## src/hw/rtl/a4c_pkg.sv

```systemverilog
// a4c_pkg: shared types, limits and lookup tables of the 4-bit adpcm codec
// no dependencies; compiled first

package a4c_pkg;

	localparam logic signed [11:0] PRED_MAX  = 12'sd2047;
	localparam logic signed [11:0] PRED_MIN  = -12'sd2048;
	localparam logic [5:0]         INDEX_MAX = 6'd48;

	localparam logic MODE_ENCODE = 1'b0;
	localparam logic MODE_DECODE = 1'b1;

	typedef struct packed {
		logic signed [11:0] pred;
		logic [5:0]         index;
	} a4c_state_t;

	typedef struct packed {
		logic signed [11:0] sample;
		logic [3:0]         code;
		logic               restart;
	} a4c_item_t;

	// step size table, indexes at or above the top entry read the last step
	function automatic logic [10:0] step_size(input logic [5:0] idx);
		logic [10:0] s;
		case (idx)
			6'd0:  s = 11'd16;
			6'd1:  s = 11'd17;
			6'd2:  s = 11'd19;
			6'd3:  s = 11'd21;
			6'd4:  s = 11'd23;
			6'd5:  s = 11'd25;
			6'd6:  s = 11'd28;
			6'd7:  s = 11'd31;
			6'd8:  s = 11'd34;
			6'd9:  s = 11'd37;
			6'd10: s = 11'd41;
			6'd11: s = 11'd45;
			6'd12: s = 11'd50;
			6'd13: s = 11'd55;
			6'd14: s = 11'd60;
			6'd15: s = 11'd66;
			6'd16: s = 11'd73;
			6'd17: s = 11'd80;
			6'd18: s = 11'd88;
			6'd19: s = 11'd97;
			6'd20: s = 11'd107;
			6'd21: s = 11'd118;
			6'd22: s = 11'd130;
			6'd23: s = 11'd143;
			6'd24: s = 11'd157;
			6'd25: s = 11'd173;
			6'd26: s = 11'd190;
			6'd27: s = 11'd209;
			6'd28: s = 11'd230;
			6'd29: s = 11'd253;
			6'd30: s = 11'd279;
			6'd31: s = 11'd307;
			6'd32: s = 11'd337;
			6'd33: s = 11'd371;
			6'd34: s = 11'd408;
			6'd35: s = 11'd449;
			6'd36: s = 11'd494;
			6'd37: s = 11'd544;
			6'd38: s = 11'd598;
			6'd39: s = 11'd658;
			6'd40: s = 11'd724;
			6'd41: s = 11'd796;
			6'd42: s = 11'd876;
			6'd43: s = 11'd963;
			6'd44: s = 11'd1060;
			6'd45: s = 11'd1166;
			6'd46: s = 11'd1282;
			6'd47: s = 11'd1411;
			default: s = 11'd1552;
		endcase
		return s;
	endfunction

	function automatic logic signed [4:0] idx_delta(input logic [2:0] mag);
		logic signed [4:0] d;
		case (mag)
			3'd4:    d = 5'sd2;
			3'd5:    d = 5'sd4;
			3'd6:    d = 5'sd6;
			3'd7:    d = 5'sd8;
			default: d = -5'sd1;
		endcase
		return d;
	endfunction

endpackage

```

## src/hw/rtl/a4c_if.sv

```systemverilog
// a4c_in_if / a4c_out_if: valid/ready channels of the adpcm codec
// no dependencies

interface a4c_in_if;
	logic               valid;
	logic               ready;
	logic signed [11:0] sample_in;
	logic [3:0]         code_in;
	logic               restart;

	modport source (output valid, output sample_in, output code_in, output restart,
		input ready);
	modport sink (input valid, input sample_in, input code_in, input restart,
		output ready);
endinterface

interface a4c_out_if;
	logic               valid;
	logic               ready;
	logic [3:0]         code_out;
	logic signed [11:0] sample_out;

	modport source (output valid, output code_out, output sample_out, input ready);
	modport sink (input valid, input code_out, input sample_out, output ready);
endinterface

```

## src/hw/rtl/adpcm_4bit_codec_top.sv

```systemverilog
// adpcm_4bit_codec_top: 4-bit adpcm encoder/decoder on 12-bit samples
// uses a4c_pkg, a4c_in_if, a4c_out_if and a4c_datapath
//
// path: each item passes the input register, then the codec step into the result
// register; throughput one item per cycle while result_ch.ready is high, as the
// predictor/step-index feedback through a4c_datapath is combinational; a stalled
// result holds the step and the input register
// reset: arst_n clears mode (encode), predictor, step index and both valid flags

module adpcm_4bit_codec_top (
	input  logic      clk,
	input  logic      arst_n,
	input  logic      mode_we,
	input  logic      mode_wdata,
	a4c_in_if.sink    sample_ch,
	a4c_out_if.source result_ch
);
	import a4c_pkg::*;

	logic       mode_q;
	logic       valid_s1;
	a4c_item_t  item_s1;
	a4c_state_t state_q;
	a4c_state_t state_nxt;
	logic [3:0] code_nxt;
	logic       out_valid_q;
	logic [3:0] out_code_q;
	logic [11:0] out_sample_q;
	logic       advance;

	// step fires when the result register is free or being emptied
	assign advance         = valid_s1 && (!out_valid_q || result_ch.ready);
	assign sample_ch.ready = !valid_s1 || advance;

	a4c_datapath u_datapath (
		.st   (state_q),
		.mode (mode_q),
		.item (item_s1),
		.nxt  (state_nxt),
		.code (code_nxt)
	);

	always_ff @(posedge clk or negedge arst_n) begin
		if (!arst_n) begin
			mode_q      <= MODE_ENCODE;
			valid_s1    <= 1'b0;
			state_q     <= '0;
			out_valid_q <= 1'b0;
		end else begin
			if (mode_we) begin
				mode_q <= mode_wdata;
			end
			if (sample_ch.ready) begin
				valid_s1 <= sample_ch.valid;
			end
			if (advance) begin
				state_q     <= state_nxt;
				out_valid_q <= 1'b1;
			end else if (result_ch.ready) begin
				out_valid_q <= 1'b0;
			end
		end
	end

	always_ff @(posedge clk) begin
		if (sample_ch.ready && sample_ch.valid) begin
			item_s1.sample  <= sample_ch.sample_in;
			item_s1.code    <= sample_ch.code_in;
			item_s1.restart <= sample_ch.restart;
		end
		if (advance) begin
			out_code_q   <= code_nxt;
			out_sample_q <= state_nxt.pred;
		end
	end

	assign result_ch.valid      = out_valid_q;
	assign result_ch.code_out   = out_code_q;
	assign result_ch.sample_out = out_sample_q;

	a_index_range: assert property (@(posedge clk) disable iff (!arst_n)
		state_q.index <= INDEX_MAX)
		else $error("step index above table range");

	a_sample_is_state: assert property (@(posedge clk) disable iff (!arst_n)
		advance |=> (result_ch.sample_out == state_q.pred))
		else $error("reconstructed sample differs from stored predictor");

	a_decode_echo: assert property (@(posedge clk) disable iff (!arst_n)
		(advance && mode_q == MODE_DECODE) |=> (result_ch.code_out == $past(item_s1.code)))
		else $error("decoded transaction did not echo its code");

	a_no_overwrite: assert property (@(posedge clk) disable iff (!arst_n)
		(out_valid_q && !result_ch.ready) |=> $stable(state_q))
		else $error("state moved while a result was stalled");

endmodule

```

## src/hw/rtl/a4c_datapath.sv

```systemverilog
// a4c_datapath: one codec step, quantize (or take the code), dequantize,
// update predictor and step index; purely combinational, uses a4c_pkg

module a4c_datapath (
	input  a4c_pkg::a4c_state_t st,
	input  logic                mode,
	input  a4c_pkg::a4c_item_t  item,
	output a4c_pkg::a4c_state_t nxt,
	output logic [3:0]          code
);
	import a4c_pkg::*;

	a4c_state_t         cur;
	logic [5:0]         idx;
	logic [10:0]        step;
	logic [11:0]        stepx;
	logic signed [12:0] diff;
	logic [11:0]        mag0;
	logic [11:0]        mag1;
	logic [11:0]        mag2;
	logic [3:0]         qcode;
	logic [11:0]        dq;
	logic signed [13:0] sum;
	logic signed [4:0]  delta;
	logic signed [7:0]  ni;

	always_comb begin
		cur   = item.restart ? '0 : st;
		idx   = (cur.index > INDEX_MAX) ? INDEX_MAX : cur.index;
		step  = step_size(idx);
		stepx = {1'b0, step};

		// sign then three successive-approximation magnitude bits
		diff     = {item.sample[11], item.sample} - {cur.pred[11], cur.pred};
		qcode[3] = diff[12];
		mag0     = diff[12] ? 12'(-diff) : diff[11:0];
		qcode[2] = (mag0 >= stepx);
		mag1     = qcode[2] ? (mag0 - stepx) : mag0;
		qcode[1] = (mag1 >= (stepx >> 1));
		mag2     = qcode[1] ? (mag1 - (stepx >> 1)) : mag1;
		qcode[0] = (mag2 >= (stepx >> 2));

		code = (mode == MODE_DECODE) ? item.code : qcode;

		dq = (stepx >> 3)
			+ (code[2] ? stepx : 12'd0)
			+ (code[1] ? (stepx >> 1) : 12'd0)
			+ (code[0] ? (stepx >> 2) : 12'd0);

		if (code[3]) begin
			sum = {{2{cur.pred[11]}}, cur.pred} - {2'b00, dq};
		end else begin
			sum = {{2{cur.pred[11]}}, cur.pred} + {2'b00, dq};
		end

		if (sum > 14'sd2047) begin
			nxt.pred = PRED_MAX;
		end else if (sum < -14'sd2048) begin
			nxt.pred = PRED_MIN;
		end else begin
			nxt.pred = sum[11:0];
		end

		delta = idx_delta(code[2:0]);
		ni    = $signed({2'b00, idx}) + {{3{delta[4]}}, delta};
		if (ni < 8'sd0) begin
			nxt.index = 6'd0;
		end else if (ni > 8'sd48) begin
			nxt.index = INDEX_MAX;
		end else begin
			nxt.index = ni[5:0];
		end
	end

endmodule
```

## src/flat_wrapper.sv

```systemverilog
// flat-port wrapper written by rule: the top's interface ports become plain ports
module adpcm_4bit_codec_top_flat import a4c_pkg::*;
  (clk, arst_n, mode_we, mode_wdata, sample_ch_valid, sample_ch_sample_in, sample_ch_code_in, sample_ch_restart, sample_ch_ready, result_ch_valid, result_ch_code_out, result_ch_sample_out, result_ch_ready);
  a4c_in_if sample_ch_i ();
  a4c_out_if result_ch_i ();
  input  logic clk;
  input  logic arst_n;
  input  logic mode_we;
  input  logic mode_wdata;
  input wire logic [$bits(sample_ch_i.valid)-1:0] sample_ch_valid;
  input wire logic [$bits(sample_ch_i.sample_in)-1:0] sample_ch_sample_in;
  input wire logic [$bits(sample_ch_i.code_in)-1:0] sample_ch_code_in;
  input wire logic [$bits(sample_ch_i.restart)-1:0] sample_ch_restart;
  output wire logic [$bits(sample_ch_i.ready)-1:0] sample_ch_ready;
  output wire logic [$bits(result_ch_i.valid)-1:0] result_ch_valid;
  output wire logic [$bits(result_ch_i.code_out)-1:0] result_ch_code_out;
  output wire logic [$bits(result_ch_i.sample_out)-1:0] result_ch_sample_out;
  input wire logic [$bits(result_ch_i.ready)-1:0] result_ch_ready;
  assign sample_ch_i.valid = sample_ch_valid;
  assign sample_ch_i.sample_in = sample_ch_sample_in;
  assign sample_ch_i.code_in = sample_ch_code_in;
  assign sample_ch_i.restart = sample_ch_restart;
  assign sample_ch_ready = sample_ch_i.ready;
  assign result_ch_valid = result_ch_i.valid;
  assign result_ch_code_out = result_ch_i.code_out;
  assign result_ch_sample_out = result_ch_i.sample_out;
  assign result_ch_i.ready = result_ch_ready;
  adpcm_4bit_codec_top u_core (.clk(clk), .arst_n(arst_n), .mode_we(mode_we), .mode_wdata(mode_wdata), .sample_ch(sample_ch_i), .result_ch(result_ch_i));
endmodule
```

## config.mk

```make
export PLATFORM = sky130hd
export DESIGN_NAME = adpcm_4bit_codec_top_flat
export DESIGN_NICKNAME = d
export VERILOG_FILES = /design/src/hw/rtl/a4c_pkg.sv /design/src/hw/rtl/a4c_if.sv /design/src/hw/rtl/adpcm_4bit_codec_top.sv /design/src/hw/rtl/a4c_datapath.sv /design/src/flat_wrapper.sv
export SDC_FILE = /design/constraint.sdc
export NUM_CORES = 1
export LEC_CHECK = 0
export ABC_AREA = 0
export BUFFER_PORTS_ARGS = -buffer_cell sky130_fd_sc_hd__buf_2
export CAP_MARGIN = 20
export CORE_MARGIN = 2
export CORE_UTILIZATION = 46
export DETAILED_ROUTE_END_ITERATION = 10
export PLACE_DENSITY = 0.62
export SETUP_SLACK_MARGIN = 0.05
export SYNTH_ARGS = -nofsm -noshare
export SYNTH_HDL_FRONTEND = slang
export SYNTH_SLANG_ARGS = --single-unit
```

## constraint.sdc

```tcl
create_clock -name clk -period 33.6 [get_ports clk]
set_input_delay 1.68 -clock clk [delete_from_list [all_inputs] [get_ports clk]]
set_output_delay 1.68 -clock clk [all_outputs]
set_load 0.005 [all_outputs]
```

==> run metrics, run 1 <==
cell area after synthesis 0.00731 mm²; element type at the critical path end flip-flop; drt total wl 18600 µm; measured slew at the worst slew-check pin 1.05 ns; Slew headroom 0.298; grt ovf 0; Crit path top cell by count a21oi_1; hold path start u_core.state_q[17]; fmax 57.6 MHz; root buffer cell clkbuf_16; initial antenna violation count 0; die area 0.0169 mm²; CP peak stage delay 0.79 ns; fin crit share 0.516; Clock Pin Slew Worst Setup and Hold Paths 0.08 ns; register area share after synthesis 0.207; global-route wire length before repair 30000 µm; RR Endpoint u_core.state_q[11]; required time of the critical path 33.76 ns; post-CTS setup buffer count 0; Final min period 17.35 ns; Top FF cell, synth edfxtp_1; Max Cap Viol 0; DR WL/cell 16.3 µm; Pre-antenna DRT Iters 5; slowest CP cell nor3_1; EDFF count, synth 33; setup slack, reg-to-reg 16.25 ns; post-detail-place hpwl 14600 µm; Vias/cell 5.73; most common cell after layout, fill and taps aside nor2_1; diode count 0; Seq cells post-synth 54; DRC viols 0; gr usage total 0.225; most frequent cells in the layout nor2_1 (111), ha_1 (87), a21oi_1 (72); Ys Warns 0; chip width 130 µm; critical path arrival 17.51 ns; clock sinks 54; IO Count 41; largest cells by area after synthesis ha_1 (15%), edfxtp_1 (14%), dfrtp_1 (7.2%); die span in y 130 µm; Hold Path Class reg -> reg; vias in the first global route 5997; xor and xnor area share after synthesis 0.0779; core area 0.0157 mm²; RSZ-0062 raised after global routing no; Gates resized, CTS repair 0; Initial Utilization 0.465; Worst Hold End u_core.state_q[17]; mux share of post-synthesis cell area 0.0260; crit-path max FO 20; combinational family with the most area after synthesis compound AO/OA/AOI/OAI gates; Post-CTS Hold Buffers 0; status finished clean; Area Growth Syn to Fin 7.31%; hold depth 2; startpoint types flip-flop; Async SR Flop Fraction 0.389; Clock Tree Buf Depth 2; Final Hold Violating Endpoints 0; Synth Area in Compound Gates 0.228; Setup-failing EPs final 0; worst r2r src u_core.item_s1[0]; number of unique standard cell types used by synthesis 77; syn avg cell area 8.12 µm²; 1st-iter DRT viols 608; Post-Synth Simple-Gate Area 0.198; share of cells above drive strength 1 0.0833; CTS HTree Levels 2; Vias 6530; TritonCTS Buffers 5; Fin Clk Skew 0.00903 ns; setup_tns 0 ns; CP Class reg -> reg; Adder-Cell Fraction of Synth Area 0.209; top cell type by total area after synthesis ha_1; reg2reg path depth 63; IO buf count 40; pin count of the biggest net entering global routing 27; post-synth top area share 0.149; cells after synthesis 900; GPL Wtd Cong 0.986; Nets 1055; num rows 46; CTS tree built; post-route antenna net violation count 0; Post-Syn Nets 1032; final slew viol count 0; worst skew pair latency 0.31 ns
sequential cells by signal, indices dropped and copies added (netlist names):
signal	cells
u_core.mode_q	1
u_core.valid_s1	1
u_core.result_ch.valid	1
u_core.item_s1	17
u_core.result_ch.code_out	4
u_core.result_ch.sample_out	12
u_core.state_q	18
cells in the mapped netlist (19+ instances only):
library cell and n:
nand2b_1 27, nor2_1 111, fa_1 22, o21ai_0 55
edfxtp_1 33, nand2_1 68, clkbuf_1 24, nor2b_1 20
nor3_1 19, ha_1 87, inv_1 70, xor2_1 19
xnor2_1 46, a21oi_1 72, dfrtp_1 21
metal layers:
layer	GRT usage	vias to the layer above	part of all wire
met3	0.0287	25	0.054
met5	0	-	0
met1	0.320	3042	0.48
li1	-	3274	-
met4	0.0525	0	0.017
met2	0.364	189	0.45
stage by stage:
stage          std cells  instance area [µm²]   util  setup slack [ns]  hold slack, ns
2_1_floorplan        900                 7310      -             18.98           0.450
3_3_place_gp        1132                 7700  0.490             16.68           0.467
3_5_place_dp        1132                 7700  0.490             16.41           0.472
4_1_cts             1140                 7840  0.499             16.32           0.490
5_1_grt             1140                 7840  0.499             14.44           0.536
6_report            1140                 7840  0.499             16.25           0.490
cell families after synthesis:
logic type,after synthesis
flip-flops,54
AND/OR/NAND/NOR,302
XOR/XNOR,65
AO/OA/AOI/OAI,251
adder cells (fa/ha/maj),109
multiplexers,18
buffers and inverters,101
worst max path at each step:
stage,from,to,depth (start not counted)
after floorplan,u_core.item_s1[0],u_core.state_q[6],70
after global placement,u_core.item_s1[0],u_core.state_q[8],63
after detailed placement,u_core.item_s1[0],u_core.state_q[6],63
after CTS,u_core.item_s1[0],u_core.state_q[6],63
after global routing,u_core.item_s1[0],u_core.state_q[10],63
final,u_core.item_s1[0],u_core.state_q[11],63
layout make-up:
class	instances	area, µm²
clock buffer	6	129
inverter	71	267
multi-input combinational	745	5400
sequential	54	1520
timing repair buffer	46	245
tap	216	270
clock inverter	2	13.8
fill	1567	7870
worst max-delay path: cells and delay by family, from the launching register on:
family                     cells  cell delay, ns
AOI/OAI and AO/OA             30            7.15
adders and majority gates     11            4.04
and+or+nand+nor               16            3.64
muxes                          3            1.16
DFF                            1            0.75
xor gates and xnor gates       3            0.46
Power of run 1 is left out: the tool's default activity adds up to more than one toggle a clock period on the data nets, which glitch-free logic cannot reach.
==> inputs of run 2 (changes only) <==
clock period = 16 ns   (was 33.6 ns; I/O delays follow)
==> run metrics, run 2 (synthesis results as in run 1) <==
Slew headroom 0.324 (+0.0253); num rows 46 (unchanged); WL met2 8520 µm (+1.4%); Final min period 14.85 ns (-2.50 ns); post-detail-place hpwl 14900 µm (+2.0%); CTS tree built; Pre-antenna DRT Iters 5 (unchanged); critical path arrival 14.91 ns (-2.60 ns); slowest CP cell fa_1; vias in the first global route 6080 (+1.4%); Reg with most FFs u_core.state_q; Post-CTS Hold Buffers 0 (unchanged); worst r2r src u_core.item_s1[0]; DRC viols 0 (unchanged); max reg flops 18 (unchanged); most frequent cells in the layout nor2_1 (111), ha_1 (87), inv_1 (70), a21oi_1 (70), nand2_1 (68); Area Growth Syn to Fin 11.2%; initial antenna violation count 0 (unchanged); crit-path max FO 12 (-40%); Final Hold Violating Endpoints 0 (unchanged); IO buf count 40 (unchanged); Initial Utilization 0.465 (unchanged); Hold Path Class in -> async; gr usage total 0.230 (+0.00593); Clock Pin Slew Worst Setup and Hold Paths 0.08 ns (about the same); CP peak stage delay 0.41 ns (-0.38 ns); die area 0.0169 mm² (unchanged); core area 0.0157 mm² (unchanged); FILL cells 1512 (-3.5%); Vias 6639 (+1.7%); pin count of the biggest net entering global routing 29 (+7.4%); share of cells above drive strength 1 0.119 (+0.0357); post-route antenna net violation count 0 (unchanged); Max Cap Viol 0 (unchanged); measured slew at the worst slew-check pin 1.01 ns (-0.0380 ns); element type at the critical path end flip-flop; reg2reg path depth 69 (+9.5%); status finished clean; chip width 130 µm (unchanged); grt ovf 0 (unchanged); final slew viol count 0 (unchanged); Nets 1080 (+2.4%); clock sinks 54 (unchanged); root buffer cell clkbuf_16; CP Class reg -> reg; Clock Tree Buf Depth 2 (unchanged); register area 0.00152 mm² (unchanged); fin crit share 0.928 (+0.412); most common cell after layout, fill and taps aside nor2_1; required time of the critical path 16.06 ns (-17.70 ns); Routed met1 length 9270 µm (+4.8%); post-layout util 0.517 (+0.0183); Setup crit start u_core.item_s1[0]; diode count 0 (unchanged); Crit path top cell by count ha_1; fmax 67.3 MHz (+17%); worst skew pair latency 0.31 ns (about the same); area of the multi-input gates 0.00545 mm² (+0.97%); Vias/cell 5.70 (-0.51%); RSZ-0062 raised after global routing no; global-route wire length before repair 30700 µm (+2.5%); Setup-failing EPs final 0 (unchanged); 1st-iter DRT viols 539 (-11%); setup_tns 0 ns (unchanged); IO Count 41 (unchanged); die span in y 130 µm (unchanged); drt total wl 19000 µm (+2.5%); DR top layer met4; GPL Wtd Cong 1.01 (+2.1%); met3 routed WL 998 µm (-0.10%); placed instance count 1151 (+1.7%); CTS HTree Levels 2 (unchanged); Layout Cells excl Fill 1165 (+2.2%); DR WL/cell 16.3 µm (+0.32%); startpoint types flip-flop; TritonCTS Buffers 5 (unchanged); Fin Clk Skew 0.00888 ns (-0.000147 ns)
==> run 2: path summary, 6_finish.rpt <==
check	slack, ns	endpoint
worst min register to register	0.49	u_core.state_q[17]
min in group clk	0.49	u_core.state_q[17]
worst max-delay path	1.15	u_core.result_ch.sample_out[8]
max in group asynchronous	15.12	u_core.state_q[10]
worst max register to register	1.15	u_core.result_ch.sample_out[8]
worst min-delay path	0.49	u_core.state_q[15]
==> run 2: layout make-up <==
| type | count | share of cell area |
|---|---|---|
| sequential | 54 | 0.187 |
| clock inverter | 3 | 0.00585 |
| inverter | 71 | 0.0328 |
| tap | 216 | 0.0332 |
| timing repair buffer | 71 | 0.0554 |
| multi-input combinational | 745 | 0.671 |
| clock buffer | 5 | 0.0154 |
==> run 2: repair_timing <==
| item | CTS | global route |
|---|---|---|
| resized for setup | 0 | 15 |
| endpoints found under the setup margin | 0 | 24 |
| buffers inserted | 0 | 5 |
==> run 2: worst max-delay path: cells and delay by family, from the launching register on <==
kind	cells	cell delay [ns]
buf+inv	5	0.87
simple gates	18	2.94
mux	2	0.71
compound gates	30	5.65
flops	1	0.37
xor+xnor	4	0.70
fa+ha+maj	10	3.38
==> run 2: layer usage <==
layer	vias up	track usage
met2	189	0.371
met5	-	0
met3	21	0.0340
met4	0	0.0436
met1	3115	0.332
li1	3314	-
==> run 2: metrics by stage <==
stage | setup WS [ns] | cell area (µm²) | hold slack [ns]
2_1_floorplan | 1.38 | 7310 | 0.450
3_3_place_gp | 0.895 | 7840 | 0.470
3_5_place_dp | 0.672 | 7840 | 0.475
4_1_cts | 0.618 | 8020 | 0.494
5_1_grt | 0.000739 | 8130 | 0.514
6_report | 1.15 | 8130 | 0.488
Power of run 2 is left out for the same reason.
